`src/design/rgbhsv_pkg.sv`:
```
`default_nettype none

package rgbhsv_pkg;

  // component width; all other widths follow from it
  localparam int CB = 12;
  // hue numerator and divisor: up to 6 * chroma, needs three extra bits
  localparam int NUM_W = CB + 3;
  // front, numerator, one stage per quotient bit, output
  localparam int NUM_STAGES = CB + 3;

  typedef struct packed {
    logic [CB-1:0] red;
    logic [CB-1:0] green;
    logic [CB-1:0] blue;
  } pixel_t;

  typedef struct packed {
    logic [CB-1:0] hue;
    logic [CB-1:0] saturation;
    logic [CB-1:0] brightness;
  } hsv_t;

  // channel holding the maximum
  typedef enum logic [2:0] {
    SEC_RED   = 3'b001,
    SEC_GREEN = 3'b010,
    SEC_BLUE  = 3'b100
  } sector_t;

  // how saturation is formed at the output
  typedef enum logic [2:0] {
    SAT_ZERO = 3'b001,
    SAT_FULL = 3'b010,
    SAT_DIV  = 3'b100
  } sat_mode_t;

  // first stage: max, min, chroma and sector difference
  typedef struct packed {
    sector_t       sector;
    logic [CB-1:0] vmax;
    logic [CB-1:0] vmin;
    logic [CB-1:0] chroma;
    logic [CB:0]   diff;
  } front_t;

  // divider stages: two restoring dividers side by side
  typedef struct packed {
    logic             hue_neg;
    logic             hue_zero;
    logic [NUM_W-1:0] hue_rem;
    logic [NUM_W-1:0] hue_div;
    logic [CB-1:0]    hue_q;
    sat_mode_t        sat_mode;
    logic [CB-1:0]    sat_rem;
    logic [CB-1:0]    sat_div;
    logic [CB-1:0]    sat_q;
    logic [CB-1:0]    brightness;
  } div_t;

  // one quotient bit of both dividers; remainder stays below divisor
  function automatic div_t div_step(div_t s);
    div_t         n;
    logic [NUM_W:0] ht;
    logic [CB:0]    st;
    n  = s;
    ht = {s.hue_rem, 1'b0};
    st = {s.sat_rem, 1'b0};
    if (ht >= {1'b0, s.hue_div}) begin
      n.hue_rem = NUM_W'(ht - {1'b0, s.hue_div});
      n.hue_q   = {s.hue_q[CB-2:0], 1'b1};
    end else begin
      n.hue_rem = ht[NUM_W-1:0];
      n.hue_q   = {s.hue_q[CB-2:0], 1'b0};
    end
    if (st >= {1'b0, s.sat_div}) begin
      n.sat_rem = CB'(st - {1'b0, s.sat_div});
      n.sat_q   = {s.sat_q[CB-2:0], 1'b1};
    end else begin
      n.sat_rem = st[CB-1:0];
      n.sat_q   = {s.sat_q[CB-2:0], 1'b0};
    end
    return n;
  endfunction

endpackage

`default_nettype wire

```
`src/design/rgb_to_hsv_converter.sv`:
```
// RGB to HSV pixel converter.
//
// Input channel: pixel (red, green, blue) with pixel_valid / pixel_stall.
// Output channel: hsv (hue, saturation, brightness) with hsv_valid / hsv_stall.
// A transfer happens on a rising edge with valid high and stall low.
// All fields are unsigned fractions of full scale, CB bits each.
//
// Throughput: one pixel per clock, with no gaps, while pixel_stall stays low.
// Depth: CB + 3 register stages (15 at 12 bits). The depth comes from the two
// restoring dividers (saturation and hue), one quotient bit per stage.
//
// Each stage holds a valid bit and moves on when the next stage is empty or
// moving. When the receiver stalls, the output register holds its result and
// the stages behind it keep filling bubbles; pixel_stall rises only once
// every stage holds a pixel. Nothing is lost or repeated.
//
// Reset (rst, synchronous) clears all valid bits; the pipeline is empty and
// ready on the first cycle after reset.
`default_nettype none

module rgb_to_hsv_converter (
  input  wire logic                clk,
  input  wire logic                rst,
  input  wire logic                pixel_valid,
  output logic                     pixel_stall,
  input  wire rgbhsv_pkg::pixel_t  pixel,
  output logic                     hsv_valid,
  input  wire logic                hsv_stall,
  output rgbhsv_pkg::hsv_t         hsv
);

  localparam int CB    = rgbhsv_pkg::CB;
  localparam int NUM_W = rgbhsv_pkg::NUM_W;
  localparam int NST   = rgbhsv_pkg::NUM_STAGES;
  localparam int LAST  = rgbhsv_pkg::NUM_STAGES - 1;

  // valid bit and advance enable per stage
  logic [NST-1:0] vld;
  logic [NST-1:0] adv;

  rgbhsv_pkg::front_t front, front_next;
  rgbhsv_pkg::div_t   numer, numer_next;
  rgbhsv_pkg::div_t   dstg [CB];
  rgbhsv_pkg::hsv_t   hsv_next;

  // advance chain from the output back to the input
  assign adv[LAST] = !vld[LAST] || !hsv_stall;
  genvar gi;
  generate
    for (gi = 0; gi < LAST; gi++) begin : g_adv
      assign adv[gi] = !vld[gi] || adv[gi+1];
    end
  endgenerate

  assign pixel_stall = !adv[0];
  assign hsv_valid   = vld[LAST];

  // valid bits travel with the data
  always_ff @(posedge clk) begin
    if (rst) begin
      vld <= '0;
    end else begin
      if (adv[0]) begin
        vld[0] <= pixel_valid;
      end
      for (int i = 1; i < NST; i++) begin
        if (adv[i]) begin
          vld[i] <= vld[i-1];
        end
      end
    end
  end

  // front: max with red, green, blue priority, min, chroma, difference
  always_comb begin
    logic [CB-1:0] r, g, b, mn;
    r  = pixel.red;
    g  = pixel.green;
    b  = pixel.blue;
    mn = (r < g) ? r : g;
    mn = (mn < b) ? mn : b;
    front_next = '0;
    if (r >= g && r >= b) begin
      front_next.sector = rgbhsv_pkg::SEC_RED;
      front_next.vmax   = r;
      front_next.diff   = {1'b0, g} - {1'b0, b};
    end else if (g >= b) begin
      front_next.sector = rgbhsv_pkg::SEC_GREEN;
      front_next.vmax   = g;
      front_next.diff   = {1'b0, b} - {1'b0, r};
    end else begin
      front_next.sector = rgbhsv_pkg::SEC_BLUE;
      front_next.vmax   = b;
      front_next.diff   = {1'b0, r} - {1'b0, g};
    end
    front_next.vmin   = mn;
    front_next.chroma = front_next.vmax - mn;
  end

  always_ff @(posedge clk) begin
    if (adv[0]) begin
      front <= front_next;
    end
  end

  // hue numerator, divisor 6 * chroma, saturation mode
  always_comb begin
    logic [NUM_W:0] offset;
    logic [NUM_W:0] num;
    offset = '0;
    unique case (front.sector)
      rgbhsv_pkg::SEC_RED:   offset = '0;
      rgbhsv_pkg::SEC_GREEN: offset = (NUM_W+1)'({front.chroma, 1'b0});
      rgbhsv_pkg::SEC_BLUE:  offset = (NUM_W+1)'({front.chroma, 2'b0});
      default:               offset = '0;
    endcase
    num = offset + {{(NUM_W-CB){front.diff[CB]}}, front.diff};
    numer_next            = '0;
    numer_next.hue_neg    = num[NUM_W];
    numer_next.hue_zero   = (front.chroma == '0);
    numer_next.hue_rem    = num[NUM_W] ? NUM_W'(-num) : num[NUM_W-1:0];
    numer_next.hue_div    = NUM_W'({front.chroma, 2'b0}) + NUM_W'({front.chroma, 1'b0});
    numer_next.sat_rem    = front.chroma;
    numer_next.sat_div    = front.vmax;
    numer_next.brightness = front.vmax;
    if (front.vmax == '0) begin
      numer_next.sat_mode = rgbhsv_pkg::SAT_ZERO;
    end else if (front.vmin == '0) begin
      numer_next.sat_mode = rgbhsv_pkg::SAT_FULL;
    end else begin
      numer_next.sat_mode = rgbhsv_pkg::SAT_DIV;
    end
  end

  always_ff @(posedge clk) begin
    if (adv[1]) begin
      numer <= numer_next;
    end
  end

  // divider stages, one quotient bit each
  generate
    for (gi = 0; gi < CB; gi++) begin : g_div
      if (gi == 0) begin : g_first
        always_ff @(posedge clk) begin
          if (adv[2]) begin
            dstg[0] <= rgbhsv_pkg::div_step(numer);
          end
        end
      end else begin : g_next
        always_ff @(posedge clk) begin
          if (adv[gi+2]) begin
            dstg[gi] <= rgbhsv_pkg::div_step(dstg[gi-1]);
          end
        end
      end
    end
  endgenerate

  // output: sign and wrap of hue, saturation select
  always_comb begin
    rgbhsv_pkg::div_t d;
    d = dstg[CB-1];
    hsv_next.brightness = d.brightness;
    if (d.hue_zero) begin
      hsv_next.hue = '0;
    end else if (d.hue_neg) begin
      hsv_next.hue = {CB{1'b0}} - d.hue_q;
    end else begin
      hsv_next.hue = d.hue_q;
    end
    unique case (d.sat_mode)
      rgbhsv_pkg::SAT_ZERO: hsv_next.saturation = '0;
      rgbhsv_pkg::SAT_FULL: hsv_next.saturation = '1;
      rgbhsv_pkg::SAT_DIV:  hsv_next.saturation = d.sat_q;
      default:              hsv_next.saturation = '0;
    endcase
  end

  always_ff @(posedge clk) begin
    if (adv[LAST]) begin
      hsv <= hsv_next;
    end
  end

`ifndef SYNTH
  // zero saturation means a gray pixel, whose hue is zero
  a_gray_hue: assert property (@(posedge clk) disable iff (rst)
    hsv_valid |-> (hsv.saturation != '0 || hsv.hue == '0))
    else $error("nonzero hue on gray pixel");

  // input stalls only when every stage is occupied
  a_stall_full: assert property (@(posedge clk) disable iff (rst)
    pixel_stall |-> (&vld))
    else $error("input stalled with a free stage");

  // hue remainder stays below its divisor at the end of the divider
  a_hue_rem: assert property (@(posedge clk) disable iff (rst)
    (vld[LAST-1] && !dstg[CB-1].hue_zero) |-> (dstg[CB-1].hue_rem < dstg[CB-1].hue_div))
    else $error("hue remainder out of range");

  // saturation remainder stays below brightness when dividing
  a_sat_rem: assert property (@(posedge clk) disable iff (rst)
    (vld[LAST-1] && dstg[CB-1].sat_mode == rgbhsv_pkg::SAT_DIV)
      |-> (dstg[CB-1].sat_rem < dstg[CB-1].sat_div))
    else $error("saturation remainder out of range");
`endif

endmodule

`default_nettype wire

```
`config.mk`:
```
export PLATFORM = sky130hd
export DESIGN_NAME = rgb_to_hsv_converter
export DESIGN_NICKNAME = d
export VERILOG_FILES = /design/src/design/rgbhsv_pkg.sv /design/src/design/rgb_to_hsv_converter.sv
export SDC_FILE = /design/constraint.sdc
export NUM_CORES = 2
export LEC_CHECK = 0
export ABC_CLOCK_PERIOD_IN_PS = 7000
export BUFFER_PORTS_ARGS = -buffer_cell sky130_fd_sc_hd__buf_4
export CORE_UTILIZATION = 58
export CTS_CLUSTER_DIAMETER = 200
export DETAILED_ROUTE_END_ITERATION = 10
export GPL_TIMING_DRIVEN = 0
export PLACE_DENSITY_LB_ADDON = 0.1
export SYNTH_ARGS = -nofsm -noshare
export SYNTH_HDL_FRONTEND = slang
export SYNTH_SLANG_ARGS = --single-unit
```
`constraint.sdc`:
```
create_clock -name clk -period 7 [get_ports clk]
set_input_delay 0.35 -clock clk [delete_from_list [all_inputs] [get_ports clk]]
set_output_delay 0.35 -clock clk [all_outputs]
set_load 0.02 [all_outputs]
```
==> impl_results.md <==
- Initial antenna violation count: 0
- Synth Cell Area: 50100 sq um
- Outcome: finished clean
- FILL cells: 6388
- Die Wd: 296 microns
- Core Rows: 107
- Xor-xnor portion of the synthesized cell area: 0.0413
- R2r startpoint: vld[14]$_SDFFE_PP0P_
- Area delta synth->final: 10.9%
- Flop pwr share: 0.373
- CTS Sinks: 960
- P_sw: 10.7 mW
- Initial Utilization: 0.587
- Worst path arrival time: 5880 ps
- # setup viols final: 0
- Slew Limit Fails: 0
- Worst-path cell chain: and3_1 > inv_2 > nor2_1 > and2_1 > clkinvlp_4 > buf_12 > nor2_1 > and2_1 > nand3_4 > buf_12 > nor2_1 > nand2_2 > inv_1 > buf_4
- Reg2Reg Setup Slack: 1180 ps
- Net count after synthesis: 4673
- Yosys warning total: 0
- Hold Path Sink: front[43]$_DFFE_PN_
- Post-DRT Antenna Nets: 0
- Final Util: 0.651
- Pwr Density: 541 nW/um^2
- DRC: 0
- Hold crit path type: in2reg
- EDFF count, synth: 945
- Mux contribution to synthesized area: 0.0378
- Final Power: 30.0 mW
- Minimum clock period: 6230 ps
- Port Buf Inserts: 77
- Pre-Repair DR Iteration Count: 5
- Synth Area in Simple Gates: 0.0906
- CP peak stage delay: 520 ps
- Setup WS post-layout: 769 ps
- Clock share of power: 0.167
- Post-CTS Setup Bufs: 0
- Post-synthesis cell type count: 76
- Share of post-route cells with drive strength above 1: 0.0946
- Largest net degree at the start of global routing: 76
- Pre-CTS setup slack: -495 ps
- Max-cap violations: 0
- Slew at the pin closest to its max-slew limit: 889 ps
- Largest family of logic cells by synthesized area: adder cells
- Die area: 87500 sq um
- Core Area: 85300 sq um
- Leakage: 23.4 nW
- Clk Latency, worst-skew pair: 660 ps
- H-tree Lvls: 3
- Gate power share: 0.460
- Synth Area in Compound Gates: 0.0959
- Crit Path Max Fanout: 42
- VDD IR max: 0.000270 V
- F_max: 160 MHz
- Synth Instances: 4208
- Reg2Reg Depth: 14
- CTS Buf Count: 98
- Drt initial violations: 1148
- Post-DP Area: 52400 sq um
- Average wire per cell in the routed design: 15.6 microns
- First-pass GRT wire length: 143000 microns
- Fin crit share: 0.890
- Relative slew margins: 0.407
- RePlAce Congestion: 0.917
- Routed WL: 87700 microns
- Via count: 30000
- Vias in the first global route: 29900
- Top FF cell, synth: edfxtp_1
- Syn_area_per_cell: 11.9 sq um
- Most frequent cell on the critical path: nor2_1
- Nets: 4865
- GRT Resource Usage Total: 0.202
- Design area: 55600 sq um
- Clk root buf: clkbuf_16
- Internal: 19.3 mW
- CTS tree: yes
- Critical path class: reg2out
- Hold Violations, Final: 0
- Via density: 5.34
- CP required: 6650 ps
- CP startpoint kind: flop
- Post-synth ARST share: 0
- Hold Path Stages: 3
- Post-synthesis register bit count: 960
- I/O pin count: 78
- Final hold slack: 57.7 ps
- Clk buf depth: 3
- Clock-pin slew on the worst setup and hold paths: 60 ps
- Post-DP HPWL: 68400 microns
- Crit path capture type: primary output
- GRT overflow: 0
- Slowest-stage cell, CP: clkinvlp_4
- Worst Hold Launch: pixel[30]
- Setup Skew: 26.2 ps
- RSZ-0062 raised after global routing: no
- R2r endpoint: vld[0]$_SDFFE_PP0N_
- Post-synthesis sequential area ratio: 0.573
- Switching share of power: 0.356
- Post-Synth Adder-Cell Area: 0.112
- Vert. Die Dim: 296 microns
layer usage:
metal	GRT usage	share of wire	up-vias
met3	0.0257	0.031	176
met4	0.0844	0.036	0
met5	0	0	-
met2	0.398	0.55	444
li1	-	-	15300
met1	0.214	0.39	14100
stage by stage:
| step | std cells | setup TNS, ps |
|---|---|---|
| floorplan | 4208 | 0 |
| global route | 5626 | 0 |
| detailed placement | 5440 | -1420 |
| CTS | 5626 | 0 |
| global placement | 5429 | -94520 |
| finish | 5627 | 0 |
synth_stat cells, drive strengths merged (53+ instances only):
cell type / n / area (sq um)
a21boi: 54 / 405
a21oi: 302 / 1520
edfxtp: 945 / 28400
ha: 397 / 4970
inv: 604 / 2270
mux2: 146 / 1650
nand2: 177 / 667
nand2b: 85 / 532
nand3: 60 / 305
nand4: 55 / 344
nor2: 361 / 1360
nor2b: 68 / 433
nor3: 53 / 270
o21ai: 223 / 1120
xnor2: 160 / 1400
xor2: 76 / 666
repair_timing:
item | CTS | global route
hold endpoints to repair | 5 | 0
endpoints found under the setup margin | 0 | 4
hold buffers | 4 | 0
resized for setup | 0 | 3
state kept, by name, summed over array words and instances (netlist names):
signal,cells
dstg,800
front,52
hsv,36
numer,57
vld,15
layout by cell type, fill, tap and decap left out, types with 16 or more instances in the layout:
cell type,count
edfxtp_1,945
inv_1,597
ha_1,397
nor2_1,360
a21oi_1,301
o21ai_0,221
nand2_1,170
xnor2_1,160
mux2_2,145
clkbuf_16,99
nand2b_1,85
buf_4,78
xor2_1,76
nor2b_1,67
nand3_1,57
clkbuf_1,57
nand4_1,55
a21boi_0,54
nor3_1,52
a21o_1,36
and2_1,35
fa_1,28
a211oi_1,27
o21bai_1,27
nor4_1,27
o21a_1,23
clkinv_1,22
mux2i_1,21
o31ai_1,16
clkinv_2,16
layout make-up:
class / instances / area, sq um / share of cell area
diodes: 1 / 2.50 / 0.0000450
plain buffers: 54 / 230 / 0.00414
clock buffers: 123 / 2610 / 0.0469
clock inverters: 59 / 541 / 0.00973
inverters: 605 / 2280 / 0.0410
multi-input cells: 2588 / 18900 / 0.341
flip-flops and latches: 960 / 28700 / 0.516
well taps: 1144 / 1430 / 0.0258
repair buffers: 92 / 838 / 0.0151
repair inverters: 1 / 5.00 / 0.0000901
worst max-delay path by stage:
stage / startpoint / slack [ps] / cells past startpoint / end
2_1_floorplan: vld[14]$_SDFFE_PP0P_ / 550 / 11 / pixel_stall
3_3_place_gp: hsv_stall / -1120 / 13 / pixel_stall
3_5_place_dp: pixel[22] / -500 / 30 / front[21]$_DFFE_PN_
4_1_cts: pixel[22] / 110 / 30 / front[21]$_DFFE_PN_
5_1_grt: vld[14]$_SDFFE_PP0P_ / 160 / 14 / pixel_stall
6_report: vld[14]$_SDFFE_PP0P_ / 770 / 14 / pixel_stall
power groups by stage:
stage	clock network, mW	logic [mW]	registers [mW]
after floorplan	0	10.9	10.9
after global placement	0	13.5	11.2
after detailed placement	0	13.8	11.3
after CTS	5.12	13.9	11.2
after global routing	5.35	15.6	11.5
final	5.01	13.8	11.2
logic make-up after synthesis:
kind of cell / Yosys count
compound gates: 798
buf+inv: 660
flops: 960
fa+ha+maj: 431
mux: 169
xor+xnor: 236
simple gates: 954
worst max-delay path, delay by kind of cell (launching register included):
| family | cells | cell delay [ps] |
|---|---|---|
| buffers and inverters | 6 | 1880 |
| DFF | 1 | 430 |
| and+or+nand+nor | 8 | 2900 |
Note: power is estimated with default switching activity, not from simulation.
